<file path="src/hw/rtl/tfr_pkg.sv">
package tfr_pkg;

	localparam int unsigned NAME_MAX = 40;
	localparam int unsigned NAME_CW  = 6;

	localparam logic [7:0] N_IAC  = 8'd255;
	localparam logic [7:0] N_WILL = 8'd251;
	localparam logic [7:0] N_WONT = 8'd252;
	localparam logic [7:0] N_DO   = 8'd253;
	localparam logic [7:0] N_DONT = 8'd254;
	localparam logic [7:0] S_SB   = 8'd250;
	localparam logic [7:0] O_TERM = 8'd24;
	localparam logic [7:0] O_NAWS = 8'd31;
	localparam logic [7:0] C_CR   = 8'd13;
	localparam logic [7:0] C_LF   = 8'd10;
	localparam logic [7:0] C_NUL  = 8'd0;
	localparam logic [7:0] C_UC_A = 8'd65;
	localparam logic [7:0] C_UC_Z = 8'd90;
	localparam logic [7:0] C_CASE = 8'd32;

	typedef enum logic [1:0] {
		KIND_DATA = 2'd0,
		KIND_NAME = 2'd1,
		KIND_END  = 2'd2,
		KIND_SIZE = 2'd3
	} kind_t;

	typedef enum logic [9:0] {
		ST_DATA      = 10'b00_0000_0001,
		ST_CMD       = 10'b00_0000_0010,
		ST_OPT       = 10'b00_0000_0100,
		ST_SB        = 10'b00_0000_1000,
		ST_TERM_IS   = 10'b00_0001_0000,
		ST_TERM_NAME = 10'b00_0010_0000,
		ST_TERM_END  = 10'b00_0100_0000,
		ST_NAWS      = 10'b00_1000_0000,
		ST_SKIP      = 10'b01_0000_0000,
		ST_SKIP_LAST = 10'b10_0000_0000
	} parse_state_t;

	typedef struct packed {
		kind_t       kind;
		logic [7:0]  out_byte;
		logic [15:0] cols;
		logic [15:0] rows;
		logic        peer_will_term;
		logic        peer_will_naws;
	} result_t;

endpackage

</file>
<file path="src/hw/rtl/tfr_parser.sv">
module tfr_parser (
	input  logic             clk,
	input  logic             arst_n,
	input  logic             item_valid,
	input  logic [7:0]       item_byte,
	input  logic             dumb_mode,
	output logic             res_valid,
	output tfr_pkg::result_t res
);

	tfr_pkg::parse_state_t state_q, state_d;
	logic                         cr_seen_q, cr_seen_d;
	logic                         was_will_q, was_will_d;
	logic [2:0]                   naws_idx_q, naws_idx_d;
	logic [15:0]                  col_q, col_d;
	logic [15:0]                  row_q, row_d;
	logic [tfr_pkg::NAME_CW-1:0]  name_cnt_q, name_cnt_d;
	logic                         will_term_q, will_term_d;
	logic                         will_naws_q, will_naws_d;

	logic       is_upper;
	logic [7:0] lower_byte;

	assign is_upper   = (item_byte >= tfr_pkg::C_UC_A) && (item_byte <= tfr_pkg::C_UC_Z);
	assign lower_byte = is_upper ? item_byte + tfr_pkg::C_CASE : item_byte;

	always_comb begin
		state_d     = state_q;
		cr_seen_d   = cr_seen_q;
		was_will_d  = was_will_q;
		naws_idx_d  = naws_idx_q;
		col_d       = col_q;
		row_d       = row_q;
		name_cnt_d  = name_cnt_q;
		will_term_d = will_term_q;
		will_naws_d = will_naws_q;
		res_valid   = 1'b0;
		res.kind           = tfr_pkg::KIND_DATA;
		res.out_byte       = 8'd0;
		res.cols           = 16'd0;
		res.rows           = 16'd0;
		res.peer_will_term = will_term_q;
		res.peer_will_naws = will_naws_q;
		unique case (state_q)
			tfr_pkg::ST_CMD: begin
				state_d = tfr_pkg::ST_DATA;
				if (item_byte == tfr_pkg::N_IAC) begin
					res_valid    = 1'b1;
					res.out_byte = tfr_pkg::N_IAC;
				end else if (item_byte == tfr_pkg::S_SB) begin
					state_d = tfr_pkg::ST_SB;
				end else if (item_byte == tfr_pkg::N_WILL || item_byte == tfr_pkg::N_WONT ||
					     item_byte == tfr_pkg::N_DO || item_byte == tfr_pkg::N_DONT) begin
					was_will_d = (item_byte == tfr_pkg::N_WILL);
					state_d    = tfr_pkg::ST_OPT;
				end
			end
			tfr_pkg::ST_OPT: begin
				if (was_will_q) begin
					if (item_byte == tfr_pkg::O_TERM)
						will_term_d = 1'b1;
					else if (item_byte == tfr_pkg::O_NAWS)
						will_naws_d = 1'b1;
				end
				state_d = tfr_pkg::ST_DATA;
			end
			tfr_pkg::ST_SB: begin
				if (item_byte == tfr_pkg::O_TERM) begin
					state_d = tfr_pkg::ST_TERM_IS;
				end else if (item_byte == tfr_pkg::O_NAWS) begin
					naws_idx_d = 3'd0;
					col_d      = 16'd0;
					row_d      = 16'd0;
					state_d    = tfr_pkg::ST_NAWS;
				end else if (item_byte == tfr_pkg::N_IAC) begin
					state_d = tfr_pkg::ST_SKIP_LAST;
				end else begin
					state_d = tfr_pkg::ST_SKIP;
				end
			end
			tfr_pkg::ST_TERM_IS: begin
				name_cnt_d = '0;
				state_d    = tfr_pkg::ST_TERM_NAME;
			end
			tfr_pkg::ST_TERM_NAME: begin
				if (item_byte == tfr_pkg::N_IAC) begin
					state_d = tfr_pkg::ST_TERM_END;
				end else if (name_cnt_q < tfr_pkg::NAME_CW'(tfr_pkg::NAME_MAX)) begin
					name_cnt_d   = name_cnt_q + 1'b1;
					res_valid    = 1'b1;
					res.kind     = tfr_pkg::KIND_NAME;
					res.out_byte = lower_byte;
				end
			end
			tfr_pkg::ST_TERM_END: begin
				state_d   = tfr_pkg::ST_DATA;
				res_valid = 1'b1;
				res.kind  = tfr_pkg::KIND_END;
			end
			tfr_pkg::ST_NAWS: begin
				naws_idx_d = naws_idx_q + 3'd1;
				unique case (naws_idx_q)
					3'd0: col_d = {item_byte, 8'd0};
					3'd1: col_d = {col_q[15:8], item_byte};
					3'd2: row_d = {item_byte, 8'd0};
					3'd3: row_d = {row_q[15:8], item_byte};
					3'd4: ;
					default: begin
						naws_idx_d = 3'd0;
						state_d    = tfr_pkg::ST_DATA;
						res_valid  = 1'b1;
						res.kind   = tfr_pkg::KIND_SIZE;
						res.cols   = col_q;
						res.rows   = row_q;
					end
				endcase
			end
			tfr_pkg::ST_SKIP: begin
				if (item_byte == tfr_pkg::N_IAC)
					state_d = tfr_pkg::ST_SKIP_LAST;
			end
			tfr_pkg::ST_SKIP_LAST: begin
				state_d = tfr_pkg::ST_DATA;
			end
			default: begin
				state_d = tfr_pkg::ST_DATA;
				if (item_byte == tfr_pkg::N_IAC && !dumb_mode) begin
					state_d = tfr_pkg::ST_CMD;
				end else if (item_byte == tfr_pkg::C_CR) begin
					cr_seen_d    = 1'b1;
					res_valid    = 1'b1;
					res.out_byte = item_byte;
				end else if (item_byte == tfr_pkg::C_LF || item_byte == tfr_pkg::C_NUL) begin
					cr_seen_d    = 1'b0;
					res_valid    = !cr_seen_q;
					res.out_byte = item_byte;
				end else begin
					cr_seen_d    = 1'b0;
					res_valid    = 1'b1;
					res.out_byte = item_byte;
				end
			end
		endcase
		if (!item_valid)
			res_valid = 1'b0;
	end

	always_ff @(posedge clk or negedge arst_n) begin
		if (!arst_n) begin
			state_q     <= tfr_pkg::ST_DATA;
			cr_seen_q   <= 1'b0;
			was_will_q  <= 1'b0;
			naws_idx_q  <= 3'd0;
			col_q       <= 16'd0;
			row_q       <= 16'd0;
			name_cnt_q  <= '0;
			will_term_q <= 1'b0;
			will_naws_q <= 1'b0;
		end else if (item_valid) begin
			state_q     <= state_d;
			cr_seen_q   <= cr_seen_d;
			was_will_q  <= was_will_d;
			naws_idx_q  <= naws_idx_d;
			col_q       <= col_d;
			row_q       <= row_d;
			name_cnt_q  <= name_cnt_d;
			will_term_q <= will_term_d;
			will_naws_q <= will_naws_d;
		end
	end

	a_name_bound: assert property (@(posedge clk) disable iff (!arst_n)
		name_cnt_q <= tfr_pkg::NAME_CW'(tfr_pkg::NAME_MAX))
		else $error("name count past limit");

	a_state_onehot: assert property (@(posedge clk) disable iff (!arst_n)
		$onehot(state_q))
		else $error("parse state not one-hot");

	a_naws_exit: assert property (@(posedge clk) disable iff (!arst_n)
		item_valid && state_q == tfr_pkg::ST_NAWS && naws_idx_q == 3'd5
		|=> state_q == tfr_pkg::ST_DATA && naws_idx_q == 3'd0)
		else $error("window size sequence did not close");

	a_flags_sticky: assert property (@(posedge clk) disable iff (!arst_n)
		will_term_q |=> will_term_q)
		else $error("terminal flag cleared");

endmodule

</file>
<file path="src/hw/rtl/tfr_out_buf.sv">
module tfr_out_buf (
	input  logic             clk,
	input  logic             arst_n,
	input  logic             push,
	input  tfr_pkg::result_t push_data,
	output logic             full,
	output logic             out_valid,
	input  logic             out_stall,
	output tfr_pkg::result_t out_data
);

	logic             out_v_q;
	logic             skid_v_q;
	tfr_pkg::result_t out_q;
	tfr_pkg::result_t skid_q;
	logic             pop;

	assign pop       = out_v_q && !out_stall;
	assign full      = skid_v_q;
	assign out_valid = out_v_q;
	assign out_data  = out_q;

	always_ff @(posedge clk or negedge arst_n) begin
		if (!arst_n) begin
			out_v_q  <= 1'b0;
			skid_v_q <= 1'b0;
		end else if (!out_v_q || pop) begin
			out_v_q  <= skid_v_q || push;
			skid_v_q <= 1'b0;
		end else if (push) begin
			skid_v_q <= 1'b1;
		end
	end

	always_ff @(posedge clk) begin
		if (!out_v_q || pop) begin
			out_q <= skid_v_q ? skid_q : push_data;
		end else if (push) begin
			skid_q <= push_data;
		end
	end

	a_skid_needs_out: assert property (@(posedge clk) disable iff (!arst_n)
		skid_v_q |-> out_v_q)
		else $error("skid holds an item ahead of the output register");

	a_no_push_full: assert property (@(posedge clk) disable iff (!arst_n)
		skid_v_q |-> !push)
		else $error("item pushed into a full buffer");

	a_skid_drains: assert property (@(posedge clk) disable iff (!arst_n)
		skid_v_q && pop |=> !skid_v_q && out_v_q)
		else $error("skid item lost on drain");

endmodule

</file>
<file path="src/hw/rtl/telnet_receive_filter.sv">
// Receive-side telnet filter: one byte per item on the input channel, at most one result
// per byte on the output channel. Data bytes pass through (CR LF and CR NUL lose the
// trailing byte, IAC IAC becomes 255), telnet commands are removed, WILL TERMINAL-TYPE and
// WILL NAWS set the sticky peer flags shown on every result, a TERMINAL-TYPE
// subnegotiation yields lower-cased name characters (at most NAME_MAX) and a name end,
// and a NAWS subnegotiation yields one window size result. dumb_mode=1 treats IAC as
// data; write it only while the block is idle. Throughput is one byte per cycle while
// in_stall is low, set by the single parse step between the input register and the
// result register, which is the output register of a two-entry result buffer that holds
// results while out_stall is high; in_stall rises only when that buffer is full.
module telnet_receive_filter (
	input  logic        clk,
	input  logic        arst_n,
	input  logic        cfg_valid,
	output logic        cfg_ready,
	input  logic        cfg_data,
	input  logic        in_valid,
	output logic        in_stall,
	input  logic [7:0]  in_byte,
	output logic        out_valid,
	input  logic        out_stall,
	output logic [1:0]  kind,
	output logic [7:0]  out_byte,
	output logic [15:0] cols,
	output logic [15:0] rows,
	output logic        peer_will_term,
	output logic        peer_will_naws
);

	logic             dumb_mode_q;
	logic             valid_s1;
	logic [7:0]       byte_s1;
	logic             buf_full;
	logic             advance;
	logic             in_take;
	logic             res_valid;
	tfr_pkg::result_t res;
	tfr_pkg::result_t out_data;

	assign cfg_ready = 1'b1;
	assign advance   = valid_s1 && !buf_full;
	assign in_stall  = valid_s1 && buf_full;
	assign in_take   = in_valid && !in_stall;

	always_ff @(posedge clk or negedge arst_n) begin
		if (!arst_n) begin
			dumb_mode_q <= 1'b0;
		end else if (cfg_valid && cfg_ready) begin
			dumb_mode_q <= cfg_data;
		end
	end

	always_ff @(posedge clk or negedge arst_n) begin
		if (!arst_n) begin
			valid_s1 <= 1'b0;
		end else if (in_take) begin
			valid_s1 <= 1'b1;
		end else if (advance) begin
			valid_s1 <= 1'b0;
		end
	end

	always_ff @(posedge clk) begin
		if (in_take) begin
			byte_s1 <= in_byte;
		end
	end

	tfr_parser u_parser (
		.clk        (clk),
		.arst_n     (arst_n),
		.item_valid (advance),
		.item_byte  (byte_s1),
		.dumb_mode  (dumb_mode_q),
		.res_valid  (res_valid),
		.res        (res)
	);

	tfr_out_buf u_out_buf (
		.clk       (clk),
		.arst_n    (arst_n),
		.push      (res_valid),
		.push_data (res),
		.full      (buf_full),
		.out_valid (out_valid),
		.out_stall (out_stall),
		.out_data  (out_data)
	);

	assign kind           = out_data.kind;
	assign out_byte       = out_data.out_byte;
	assign cols           = out_data.cols;
	assign rows           = out_data.rows;
	assign peer_will_term = out_data.peer_will_term;
	assign peer_will_naws = out_data.peer_will_naws;

	a_stall_needs_item: assert property (@(posedge clk) disable iff (!arst_n)
		in_stall |-> valid_s1)
		else $error("input stalled with empty input register");

	a_held_item_kept: assert property (@(posedge clk) disable iff (!arst_n)
		valid_s1 && !advance |=> valid_s1 && $stable(byte_s1))
		else $error("held input item changed");

	a_result_needs_item: assert property (@(posedge clk) disable iff (!arst_n)
		res_valid |-> advance)
		else $error("result without an input item");

endmodule

</file>
<file path="config.mk">
export PLATFORM = sky130hd
export DESIGN_NAME = telnet_receive_filter
export DESIGN_NICKNAME = d
export VERILOG_FILES = /design/src/hw/rtl/tfr_pkg.sv /design/src/hw/rtl/tfr_parser.sv /design/src/hw/rtl/tfr_out_buf.sv /design/src/hw/rtl/telnet_receive_filter.sv
export SDC_FILE = /design/constraint.sdc
export NUM_CORES = 1
export LEC_CHECK = 0
export BUFFER_PORTS_ARGS = -buffer_cell sky130_fd_sc_hd__buf_2
export CELL_PAD_IN_SITES_DETAIL_PLACEMENT = 2
export CELL_PAD_IN_SITES_GLOBAL_PLACEMENT = 2
export CORE_MARGIN = 2
export CORE_UTILIZATION = 35
export CTS_CLUSTER_SIZE = 10
export DETAILED_ROUTE_END_ITERATION = 6
export PLACE_DENSITY_LB_ADDON = 0.12
export SETUP_SLACK_MARGIN = 0.15
export SYNTH_ARGS = -nofsm -noshare
export SYNTH_HDL_FRONTEND = slang
export SYNTH_SLANG_ARGS = --single-unit
</file>
<file path="constraint.sdc">
create_clock -name clk -period 12.5 [get_ports clk]
set_clock_uncertainty 0.1 [all_clocks]
set_input_delay 1.25 -clock clk [delete_from_list [all_inputs] [get_ports clk]]
set_output_delay 1.25 -clock clk [all_outputs]
set_load 0.01 [all_outputs]
</file>
==> metrics.yaml <==
grt_max_degree: 60
fin_crit_sh: 0.289
grt_overflow: 0
arrival_ns: 3.58
slew_headroom: 0.185
cts-buffers-inserted: 17
end_kind: "flop"
vdd_drop_max_v: 0.0000921
cts_tree: "yes"
track_usage: 0.179
wl_um: 18200
cts.sinks: 155
dieWidth_um: 147
synth_area_leader_cell: "edfxtp_1"
crit_cells: 6
grt_pass1_wl_um: 29700
antenna_found_initial: 0
synth_cell_types: 69
synth_edf_count: 96
crit_start: "byte_s1[1]"
yosys-top-cells-area: "edfxtp_1 (40%), dfrtp_1 (20%), mux2_2 (5.7%)"
hold_buffers: 0
worstSetupStartpointType: "flop"
cts_max_path_buffers: 2
synth_fp_nets: 594
post_drt_wl_per_cell_um: 20.3
rows: 52
post_route_cells_drive_above_1_share: 0.249
grt_pass1_vias: 5141
min_path_type: "flop to flop"
syn_area_um2: 7150
io_buffer_count: 59
initial_core_util: 0.354
ant_nets: 0
avgViaCountPerCell: 5.23
vias: 4715
synth_top_area_share: 0.403
drtPass1Iterations: 4
postCtsSetupBuffers: 0
clockRootBuffer: "clkbuf_16"
cts_resized: 0
status: "finished, final reports clean"
area_growth_syn_to_layout_pct: 15.9
worstSkewPairLatency_ns: 0.44
worst_slew_pin_slew_ns: 1.22
setup_viol: 0
r2r_start: "byte_s1[1]"
min_from: "u_parser.will_naws_q"
r2r_end: "u_out_buf.skid_q[9]"
nets: 640
dp_hpwl_um: 11900
drv_slew: 0
p_leak_nw: 3.53
path_class: "flop to flop"
cts_max_level: 4
clock.fmax_ghz: 0.277
finalHoldViolations: 0
yosysWarnings: 0
gp_congestion: 0.822
drt-initial-drc-count: 175
path_delay_family: "simple AND/OR/NAND/NOR gates"
critical_path_buf_inv_count: 1
rr_worst_depth: 6
die_y_um: 147
antenna_cells: 0
period_minus_slack_ns: 3.61
synth_ff_type: "edfxtp_1"
syn_area_per_cell_um2: 12.5
cts.clk_slew.worst_paths_ns: 0.06
yosysMostFrequentCell: "edfxtp_1"
rsz0062_at_grt: "no"
drc: 0
slowest_stage: "edfxtp_1"
ys_seq_area_frac: 0.610
ios: 61
r2r_slack_ns: 8.89
critPathMaxFanout: 44
die-area_um2: 21600
core_um2: 20200
synth_seq_cells: 155
synth_cells: 572
drv_cap: 0
synth_common_cells: "edfxtp_1 (96), dfrtp_1 (58), nand2_1 (48)"
finalPower_w: 0.00122
max_stage_delay_ns: 0.83
cp-endpoint: "u_out_buf.skid_q[9]"
cp.required_ns: 12.47
power_density_nw_per_um2: 148
final.setup.tns_ns: 0
path_cells: "nand3_2 > or3_1 > nor2_1 > nor3_1 > a211oi_4 > buf_4"
synth-async-reset-ratio: 0.381
-- placed cells by master (no fill, tap or decap), types with 3 or more instances in the layout --
| cell | synthesis | final |
|---|---|---|
| mux2i_1 | 24 | 24 |
| ha_1 | 8 | 8 |
| nor3_1 | 8 | 8 |
| a21o_1 | 7 | 7 |
| nand3_1 | 7 | 7 |
| nor2b_1 | 9 | 8 |
| nand2_1 | 48 | 47 |
| mux2_2 | 36 | 36 |
| and4_1 | 4 | 4 |
| xnor2_1 | 4 | 4 |
| bufinv_16 | 0 | 3 |
| xor2_1 | 4 | 4 |
| nand4_1 | 14 | 14 |
| inv_1 | 39 | 39 |
| and3_1 | 36 | 36 |
| edfxtp_1 | 96 | 96 |
| buf_4 | 2 | 5 |
| inv_6 | 0 | 5 |
| o21ai_1 | 5 | 5 |
| o21ai_0 | 20 | 20 |
| mux2_4 | 8 | 8 |
| o21ai_2 | 3 | 3 |
| nor4_1 | 6 | 6 |
| nor2_1 | 24 | 24 |
| o21bai_1 | 3 | 3 |
| a211oi_1 | 6 | 5 |
| a21oi_1 | 6 | 6 |
| dfrtp_1 | 58 | 58 |
| nor4b_1 | 4 | 4 |
| clkbuf_16 | 0 | 17 |
| or3_1 | 4 | 4 |
| nand2b_1 | 3 | 3 |
| buf_2 | 10 | 59 |
-- where the power goes --
| group | internal [W] | switching [W] |
|---|---|---|
| logic | 0.0000311 | 0.0000506 |
| clock network | 0.000319 | 0.000226 |
| registers | 0.000578 | 0.0000168 |
| total | 0.000928 | 0.000294 |
-- routing by layer --
| metal | wire, um | global-route usage |
|---|---|---|
| met1 | 8400 | 0.239 |
| met2 | 9110 | 0.296 |
| met3 | 490 | 0.0326 |
| met4 | 255 | 0.0577 |
| met5 | 0 | 0 |
-- flip-flops by register name, indices dropped and copies added (netlist names) --
signal and count:
byte_s1 8, dumb_mode_q 1, u_out_buf.full 1, u_out_buf.out_data 44, u_out_buf.out_valid 1, u_out_buf.skid_q 44, u_parser.col_q 16, u_parser.cr_seen_q 1
u_parser.name_cnt_q 6, u_parser.naws_idx_q 3, u_parser.row_q 16, u_parser.state_q 10, u_parser.was_will_q 1, u_parser.will_naws_q 1, u_parser.will_term_q 1, valid_s1 1
-- how the worst min path moves through the flow --
stage / slack, ns / end / cells after the start
after global placement: 0.34 / u_out_buf.skid_q[0] / 0
final: 0.36 / u_out_buf.skid_q[0] / 0
after global routing: 0.36 / u_out_buf.skid_q[0] / 0
after detailed placement: 0.34 / u_out_buf.skid_q[0] / 0
after CTS: 0.35 / u_out_buf.skid_q[0] / 0
after floorplan: 0.32 / u_out_buf.skid_q[0] / 0
-- area by class of cell --
class / count / area (um2)
clock buffers: 18 / 429
clock inverters: 14 / 183
fillers: 2080 / 11900
inverters: 40 / 150
multi-input cells: 340 / 2490
flip-flops and latches: 155 / 4360
well taps: 270 / 338
repair buffers: 64 / 333
-- per-stage QoR --
step | hold slack (ns) | setup WS [ns] | instances | cell area, um2 | util
after floorplan | 0.325 | 6.26 | 572 | 7150 | -
after global placement | 0.341 | 9.04 | 869 | 7670 | 0.380
after detailed placement | 0.335 | 8.89 | 869 | 7670 | 0.380
after CTS | 0.351 | 8.83 | 901 | 8280 | 0.411
after global routing | 0.358 | 8.61 | 901 | 8280 | 0.411
final | 0.360 | 8.89 | 901 | 8280 | 0.411
-- cells by family (layout without fill, tap and decap cells) --
| logic type | after synthesis | after routing | synth area share |
|---|---|---|---|
| simple gates | 183 | 183 | 0.141 |
| flops | 155 | 155 | 0.610 |
| buf+inv | 77 | 136 | 0.0443 |
| compound gates | 71 | 71 | 0.0712 |
| mux | 69 | 69 | 0.109 |
| fa+ha+maj | 8 | 8 | 0.0140 |
| xor+xnor | 8 | 8 | 0.00980 |
| other cells | 1 | 1 | 0.000525 |
(Power assumes the default switching activity.)
